[src/rtl/core/md5sp_pkg.sv]
package md5sp_pkg;

  localparam int WORD_W = 32;
  localparam int MSG_DEPTH = 16;
  localparam int WIN_DEPTH = 4;

  localparam logic [1:0] MODE_LOAD_MSG = 2'd0;
  localparam logic [1:0] MODE_LOAD_WIN = 2'd1;
  localparam logic [1:0] MODE_STEP = 2'd2;

  // per-lane control, one request at a time
  typedef struct packed {
    logic msg_we;
    logic win_we;
    logic step_go;
    logic commit;
  } md5sp_ctrl_t;

  // chaining words, newest slot first
  localparam logic [WORD_W-1:0] WIN_INIT [WIN_DEPTH] = '{
    32'hefcdab89, 32'h98badcfe, 32'h10325476, 32'h67452301
  };

  localparam logic [WORD_W-1:0] STEP_CONST [64] = '{
    32'hd76aa478, 32'he8c7b756, 32'h242070db, 32'hc1bdceee,
    32'hf57c0faf, 32'h4787c62a, 32'ha8304613, 32'hfd469501,
    32'h698098d8, 32'h8b44f7af, 32'hffff5bb1, 32'h895cd7be,
    32'h6b901122, 32'hfd987193, 32'ha679438e, 32'h49b40821,
    32'hf61e2562, 32'hc040b340, 32'h265e5a51, 32'he9b6c7aa,
    32'hd62f105d, 32'h02441453, 32'hd8a1e681, 32'he7d3fbc8,
    32'h21e1cde6, 32'hc33707d6, 32'hf4d50d87, 32'h455a14ed,
    32'ha9e3e905, 32'hfcefa3f8, 32'h676f02d9, 32'h8d2a4c8a,
    32'hfffa3942, 32'h8771f681, 32'h6d9d6122, 32'hfde5380c,
    32'ha4beea44, 32'h4bdecfa9, 32'hf6bb4b60, 32'hbebfbc70,
    32'h289b7ec6, 32'heaa127fa, 32'hd4ef3085, 32'h04881d05,
    32'hd9d4d039, 32'he6db99e5, 32'h1fa27cf8, 32'hc4ac5665,
    32'hf4292244, 32'h432aff97, 32'hab9423a7, 32'hfc93a039,
    32'h655b59c3, 32'h8f0ccc92, 32'hffeff47d, 32'h85845dd1,
    32'h6fa87e4f, 32'hfe2ce6e0, 32'ha3014314, 32'h4e0811a1,
    32'hf7537e82, 32'hbd3af235, 32'h2ad7d2bb, 32'heb86d391
  };

  localparam logic [4:0] ROT_AMOUNT [16] = '{
    5'd7, 5'd12, 5'd17, 5'd22,
    5'd5, 5'd9,  5'd14, 5'd20,
    5'd4, 5'd11, 5'd16, 5'd23,
    5'd6, 5'd10, 5'd15, 5'd21
  };

  function automatic logic [3:0] word_for_step(input logic [5:0] step);
    logic [3:0] j;
    logic [3:0] w;
    j = step[3:0];
    case (step[5:4])
      2'd0: w = j;
      2'd1: w = 4'((j << 2) + j + 4'd1);
      2'd2: w = 4'((j << 1) + j + 4'd5);
      default: w = 4'((j << 3) - j);
    endcase
    return w;
  endfunction

  function automatic logic [WORD_W-1:0] round_fn(input logic [1:0] rnd,
                                                 input logic [WORD_W-1:0] x,
                                                 input logic [WORD_W-1:0] y,
                                                 input logic [WORD_W-1:0] z);
    logic [WORD_W-1:0] f;
    case (rnd)
      2'd0: f = z ^ (x & (y ^ z));
      2'd1: f = y ^ (z & (x ^ y));
      2'd2: f = x ^ y ^ z;
      default: f = y ^ (x | ~z);
    endcase
    return f;
  endfunction

endpackage

[src/rtl/core/md5sp_lane.sv]
module md5sp_lane (
  input  logic                           clk,
  input  logic                           rst,
  input  md5sp_pkg::md5sp_ctrl_t         ctrl,
  input  logic [3:0]                     word_index,
  input  logic [md5sp_pkg::WORD_W-1:0]   load_value,
  input  logic [5:0]                     step_index,
  output logic [md5sp_pkg::WORD_W-1:0]   new_word
);

  logic [md5sp_pkg::WORD_W-1:0] msg [md5sp_pkg::MSG_DEPTH];
  logic [md5sp_pkg::WORD_W-1:0] win [md5sp_pkg::WIN_DEPTH];
  logic [md5sp_pkg::WORD_W-1:0] sum;
  logic [md5sp_pkg::WORD_W-1:0] sum_next;
  logic [4:0]                   shift;
  logic [2*md5sp_pkg::WORD_W-1:0] rot_wide;

  always_ff @(posedge clk) begin
    if (ctrl.msg_we) begin
      msg[word_index] <= load_value;
    end
  end

  // stage one: function plus oldest word, message word and constant
  always_comb begin
    sum_next = md5sp_pkg::round_fn(step_index[5:4], win[0], win[1], win[2])
             + win[3]
             + msg[md5sp_pkg::word_for_step(step_index)]
             + md5sp_pkg::STEP_CONST[step_index];
  end

  always_ff @(posedge clk) begin
    if (ctrl.step_go) begin
      sum   <= sum_next;
      shift <= md5sp_pkg::ROT_AMOUNT[{step_index[5:4], step_index[1:0]}];
    end
  end

  // stage two: rotate and add newest word
  assign rot_wide = {sum, sum} << shift;
  assign new_word = rot_wide[2*md5sp_pkg::WORD_W-1:md5sp_pkg::WORD_W] + win[0];

  always_ff @(posedge clk) begin
    if (rst) begin
      for (int i = 0; i < md5sp_pkg::WIN_DEPTH; i++) begin
        win[i] <= md5sp_pkg::WIN_INIT[i];
      end
    end else if (ctrl.commit) begin
      win[3] <= win[2];
      win[2] <= win[1];
      win[1] <= win[0];
      win[0] <= new_word;
    end else if (ctrl.win_we) begin
      win[word_index[1:0]] <= load_value;
    end
  end

endmodule

[src/rtl/core/md5sp_merge.sv]
module md5sp_merge (
  input  logic                           clk,
  input  logic                           rst,
  input  logic                           commit,
  input  logic [md5sp_pkg::WORD_W-1:0]   first_word,
  input  logic [md5sp_pkg::WORD_W-1:0]   second_word,
  output logic                           free,
  output logic                           m_tvalid,
  input  logic                           m_tready,
  output logic [2*md5sp_pkg::WORD_W-1:0] m_tdata
);

  assign free = !m_tvalid || m_tready;

  always_ff @(posedge clk) begin
    if (rst) begin
      m_tvalid <= 1'b0;
    end else if (commit) begin
      m_tvalid <= 1'b1;
    end else if (m_tready) begin
      m_tvalid <= 1'b0;
    end
  end

  always_ff @(posedge clk) begin
    if (commit) begin
      m_tdata <= {second_word, first_word};
    end
  end

endmodule

[src/rtl/core/md5_step_pair.sv]
// Two MD5 lanes, one per message, run the same step side by side.
// Step request: the sum stage is registered on acceptance, then the rotate/add
// stage feeds the window and output once the output is free; no new request is
// taken while a step is in flight. Load requests give no result and do not stall.
// Synchronous active-high reset: windows return to the chaining words,
// output empties; message stores are not cleared.
module md5_step_pair (
  input  logic        clk,
  input  logic        rst,
  input  logic        s_tvalid,
  output logic        s_tready,
  input  logic [47:0] s_tdata,  // word_index[3:0], load_value[35:4], step_index[41:36]
  input  logic [2:0]  s_tuser,  // mode[1:0], message_select[2]
  output logic        m_tvalid,
  input  logic        m_tready,
  output logic [63:0] m_tdata   // first_state_word[31:0], second_state_word[63:32]
);

  logic [1:0]  mode;
  logic        message_select;
  logic [3:0]  word_index;
  logic [31:0] load_value;
  logic [5:0]  step_index;
  logic        accept;
  logic        busy;
  logic        commit;
  logic        free;
  logic [31:0] first_word;
  logic [31:0] second_word;
  md5sp_pkg::md5sp_ctrl_t ctrl_first;
  md5sp_pkg::md5sp_ctrl_t ctrl_second;

  assign mode           = s_tuser[1:0];
  assign message_select = s_tuser[2];
  assign word_index     = s_tdata[3:0];
  assign load_value     = s_tdata[35:4];
  assign step_index     = s_tdata[41:36];

  assign s_tready = !busy;
  assign accept   = s_tvalid && s_tready;
  assign commit   = busy && free;

  always_ff @(posedge clk) begin
    if (rst) begin
      busy <= 1'b0;
    end else if (accept && mode == md5sp_pkg::MODE_STEP) begin
      busy <= 1'b1;
    end else if (commit) begin
      busy <= 1'b0;
    end
  end

  always_comb begin
    ctrl_first.msg_we  = accept && mode == md5sp_pkg::MODE_LOAD_MSG && !message_select;
    ctrl_first.win_we  = accept && mode == md5sp_pkg::MODE_LOAD_WIN && !message_select
                         && word_index[3:2] == 2'd0;
    ctrl_first.step_go = accept && mode == md5sp_pkg::MODE_STEP;
    ctrl_first.commit  = commit;
    ctrl_second.msg_we = accept && mode == md5sp_pkg::MODE_LOAD_MSG && message_select;
    ctrl_second.win_we = accept && mode == md5sp_pkg::MODE_LOAD_WIN && message_select
                         && word_index[3:2] == 2'd0;
    ctrl_second.step_go = ctrl_first.step_go;
    ctrl_second.commit  = commit;
  end

  md5sp_lane u_lane_first (
    .clk        (clk),
    .rst        (rst),
    .ctrl       (ctrl_first),
    .word_index (word_index),
    .load_value (load_value),
    .step_index (step_index),
    .new_word   (first_word)
  );

  md5sp_lane u_lane_second (
    .clk        (clk),
    .rst        (rst),
    .ctrl       (ctrl_second),
    .word_index (word_index),
    .load_value (load_value),
    .step_index (step_index),
    .new_word   (second_word)
  );

  md5sp_merge u_merge (
    .clk         (clk),
    .rst         (rst),
    .commit      (commit),
    .first_word  (first_word),
    .second_word (second_word),
    .free        (free),
    .m_tvalid    (m_tvalid),
    .m_tready    (m_tready),
    .m_tdata     (m_tdata)
  );

endmodule

[config.mk]
export PLATFORM = sky130hd
export DESIGN_NAME = md5_step_pair
export DESIGN_NICKNAME = d
export VERILOG_FILES = /design/src/rtl/core/md5sp_pkg.sv /design/src/rtl/core/md5sp_lane.sv /design/src/rtl/core/md5sp_merge.sv /design/src/rtl/core/md5_step_pair.sv
export SDC_FILE = /design/constraint.sdc
export NUM_CORES = 2
export LEC_CHECK = 0
export BUFFER_PORTS_ARGS = -buffer_cell sky130_fd_sc_hd__clkbuf_2
export CAP_MARGIN = 15
export CORE_UTILIZATION = 56
export CTS_CLUSTER_DIAMETER = 80
export DETAILED_ROUTE_END_ITERATION = 8
export HOLD_SLACK_MARGIN = 0.03
export PLACE_DENSITY_LB_ADDON = 0.08
export SLEW_MARGIN = 20
export SYNTH_ARGS = -nofsm -noshare
export SYNTH_HDL_FRONTEND = slang
export SYNTH_SLANG_ARGS = --single-unit
[constraint.sdc]
create_clock -name clk -period 9.8 [get_ports clk]
set_input_delay 0.49 -clock clk [delete_from_list [all_inputs] [get_ports clk]]
set_output_delay 0.49 -clock clk [all_outputs]
set_load 0.05 [all_outputs]
==> results.cfg <==
[outcome]
run_status = finished, final reports clean

[clock_network]
post_cts_buffers = 0
cts_buffers = 150
htree_num_levels = 4
holdBufCountCts = 2
cts_sinks = 1415
cts_tree = built
cts_root_buffer = clkbuf_16
clk_path_buf_depth = 3
cts.reportedPaths.clkPinSlew_ps = 60
post_cts_resized = 0
clk_latency_ps = 810

[logic_synthesis]
synth_enable_flop_cells = 1413
yosys_most_used_dff = edfxtp_1
yosysTopAreaCell = edfxtp_1
ys_seq_area_share_pct = 57.53
synthCells = 5483
async_flop_share_pct = 0
synth_nets = 5811
syn_area_per_cell_sq_um = 13.46
synth.area.top_cells = edfxtp_1 57%, mux4_2 9.9%, fa_1 3.5%, nand2_1 2.9%, ha_1 2.5%
yosys.area_share.xor_xnor_pct = 2.252
netlist_area_sq_um = 73830
synth_top_family_by_area = multiplexers
synthAdderAreaFrac_pct = 6.362
synth_simple_gate_area_share_pct = 7.094
ys.warnings.count = 0
synth_top_area_share_pct = 57.47
yosys-mux-area-fraction_pct = 11.78
ys_types = 87
synth_compound_area_share_pct = 11.56
ys_ff_latch = 1415

[power_and_ir_drop]
p_clk_share_pct = 28.4
power_frac_seq_pct = 37.9
combPwrFrac_pct = 33.7
power_leakage_uw = 0.02830
power_density_nw_per_um2 = 234.4
ir_worst_vdd_uv = 199.7
p_sw_uw = 6473
switching_share_pct = 33.82
finalPower_uw = 19140
internal_power_uw = 12670

[finish]
nets = 5925
antenna_cells = 0
fin_cells = 7455
area_growth_pct = 10.61
layout_common_cells = 1413 x edfxtp_1, 563 x nand2_1, 325 x mux4_2
final_common_cell = edfxtp_1
drive_gt1_share_pct = 17.10

[place]
hpwlAfterDp_um = 144700
gp_congestion = 1.028
port_buffers = 114
placed_cells = 7184

[floorplanning]
die_h_um = 365.1
coreArea_sq_um = 130100
start_util_pct = 56.73
die_x_um = 365.1
ioPinCount = 121
die_area_sq_um = 133300
num_rows = 132

[critical_path]
cp_max_fo = 16
crit_required_ps = 10320
path_class = in -> reg
cpMaxStageDelayCell = o21ai_0
cp.arrival_ps = 8100
startpoint_type = primary input
crit_path_max_incr_delay_ps = 910
endpoint_kind = flip-flop

[worst_hold_path]
min_path_type = in -> reg

[timing]
fin_crit_sh_pct = 77.27
slew_headroom_pct = 20.49
worstMarginPinSlew_ps = 1180
period_needed_ps = 7573
rsz0062_at_grt = false
finalSetupViolations = 0
fin_tns_setup_ps = 0
final-max-slew-violation-count = 0
finalClockSkew_ps = 57.20
hold_viol_final = 0
fmax_mhz = 132.1

[grt]
grt_pass1_wl_um = 323600
grt_max_degree = 85
groute.usage.overall_pct = 34.06
overflow = 0
antenna_found_initial = 9
grt_pass1_vias = 46530

[flow_run]
drv_cap = 0

[detailed_routing]
detail_route.first_pass.iterations = 8
ant_nets = 0
drc = 0
viasPerCell = 6.586
post_drt_wl_per_cell_um = 30.13
dr_total_vias = 49100
routed_wl_um = 224600
drt_iter0_drc = 6796
[power by group through the flow]
stage / combinational [uW] / sequential [uW] / clock (uW)
2_1_floorplan: 4370 / 7360 / 0
3_3_place_gp: 6280 / 7370 / 0
3_5_place_dp: 6320 / 7370 / 0
4_1_cts: 6350 / 7250 / 5520
5_1_grt: 6990 / 7270 / 5740
6_report: 6450 / 7260 / 5440
[sequential cells by signal, indices dropped and copies added (netlist names)]
name                cells
u_lane_second.sum      32
u_lane_first.shift      5
busy                    1
u_lane_first.msg      512
u_lane_second.win     128
u_merge.m_tdata        64
u_merge.m_tvalid        1
u_lane_second.msg     512
u_lane_first.win      128
u_lane_first.sum       32
[final cells by class]
cell class	count	area, sq um
well taps	1742	2180
flip-flops and latches	1415	42470
clock buffers	187	3956
multi-input cells	3458	29140
fillers	9832	48490
inverters	255	957.2
clock inverters	81	674.4
repair buffers	317	2278
[final timing paths]
check                          endpoint  cells after the start                      from  slack [ps]
hold reg to reg    u_lane_second.sum[0]                      1   u_lane_second.win[3][0]         600
setup reg to reg  u_lane_second.sum[31]                     19  u_lane_second.msg[12][1]        3740
setup / recovery  u_lane_second.sum[30]                     26               s_tdata[37]        2230
hold / removal                     busy                      4                  m_tready          80
[kinds of logic (layout without fill, tap and decap cells)]
group           count (synthesis)  after routing
mux                           457            457
xor+xnor                      189            189
fa+ha+maj                     305            305
compound gates               1296           1296
simple gates                 1211           1211
buf+inv                       610            840
flops                        1415           1415
[synthesized netlist by cell type (55+ instances only)]
cell,n
buf_2,55
xor2_1,98
a211oi_1,72
inv_1,250
nand2_1,563
nor3_1,102
xnor2_1,90
mux4_2,326
o21ai_0,264
a31oi_1,161
o22a_1,80
a21oi_1,318
a22o_1,89
ha_1,145
edfxtp_1,1413
clkbuf_1,200
fa_1,128
nand3_1,106
mux2i_1,99
nor2_1,284
a21o_1,77
[critical path, delay by kind of cell]
family | cells | cell delay, ps
AOI/OAI and AO/OA | 10 | 3640
xor gates and xnor gates | 3 | 630
adders and majority gates | 5 | 2270
buffers and inverters | 4 | 680
and+or+nand+nor | 4 | 350
[through the flow]
step / util (%) / cell area (sq um) / setup slack (ps) / hold WS [ps]
after global placement: 59.14 / 76970 / 1461 / 526.2
after detailed placement: 59.14 / 76970 / 1426 / 526.0
final: 62.74 / 81660 / 2227 / 81.69
after floorplan: - / 73830 / 1890 / 525.6
after CTS: 62.71 / 81620 / 2269 / 42.38
after global routing: 62.74 / 81660 / 1869 / 114.8
[per-layer routing]
layer | part of all wire (%) | wire (um) | track usage, % | vias to the layer above
li1 | - | - | - | 21310
met1 | 41 | 91330 | 49.18 | 24750
met2 | 45 | 100400 | 51.15 | 2629
met3 | 10 | 23040 | 6.347 | 404
met4 | 4.4 | 9862 | 14.09 | 6
met5 | 0.015 | 33 | 0 | -
No activity file was read; power rests on OpenSTA's default activity.
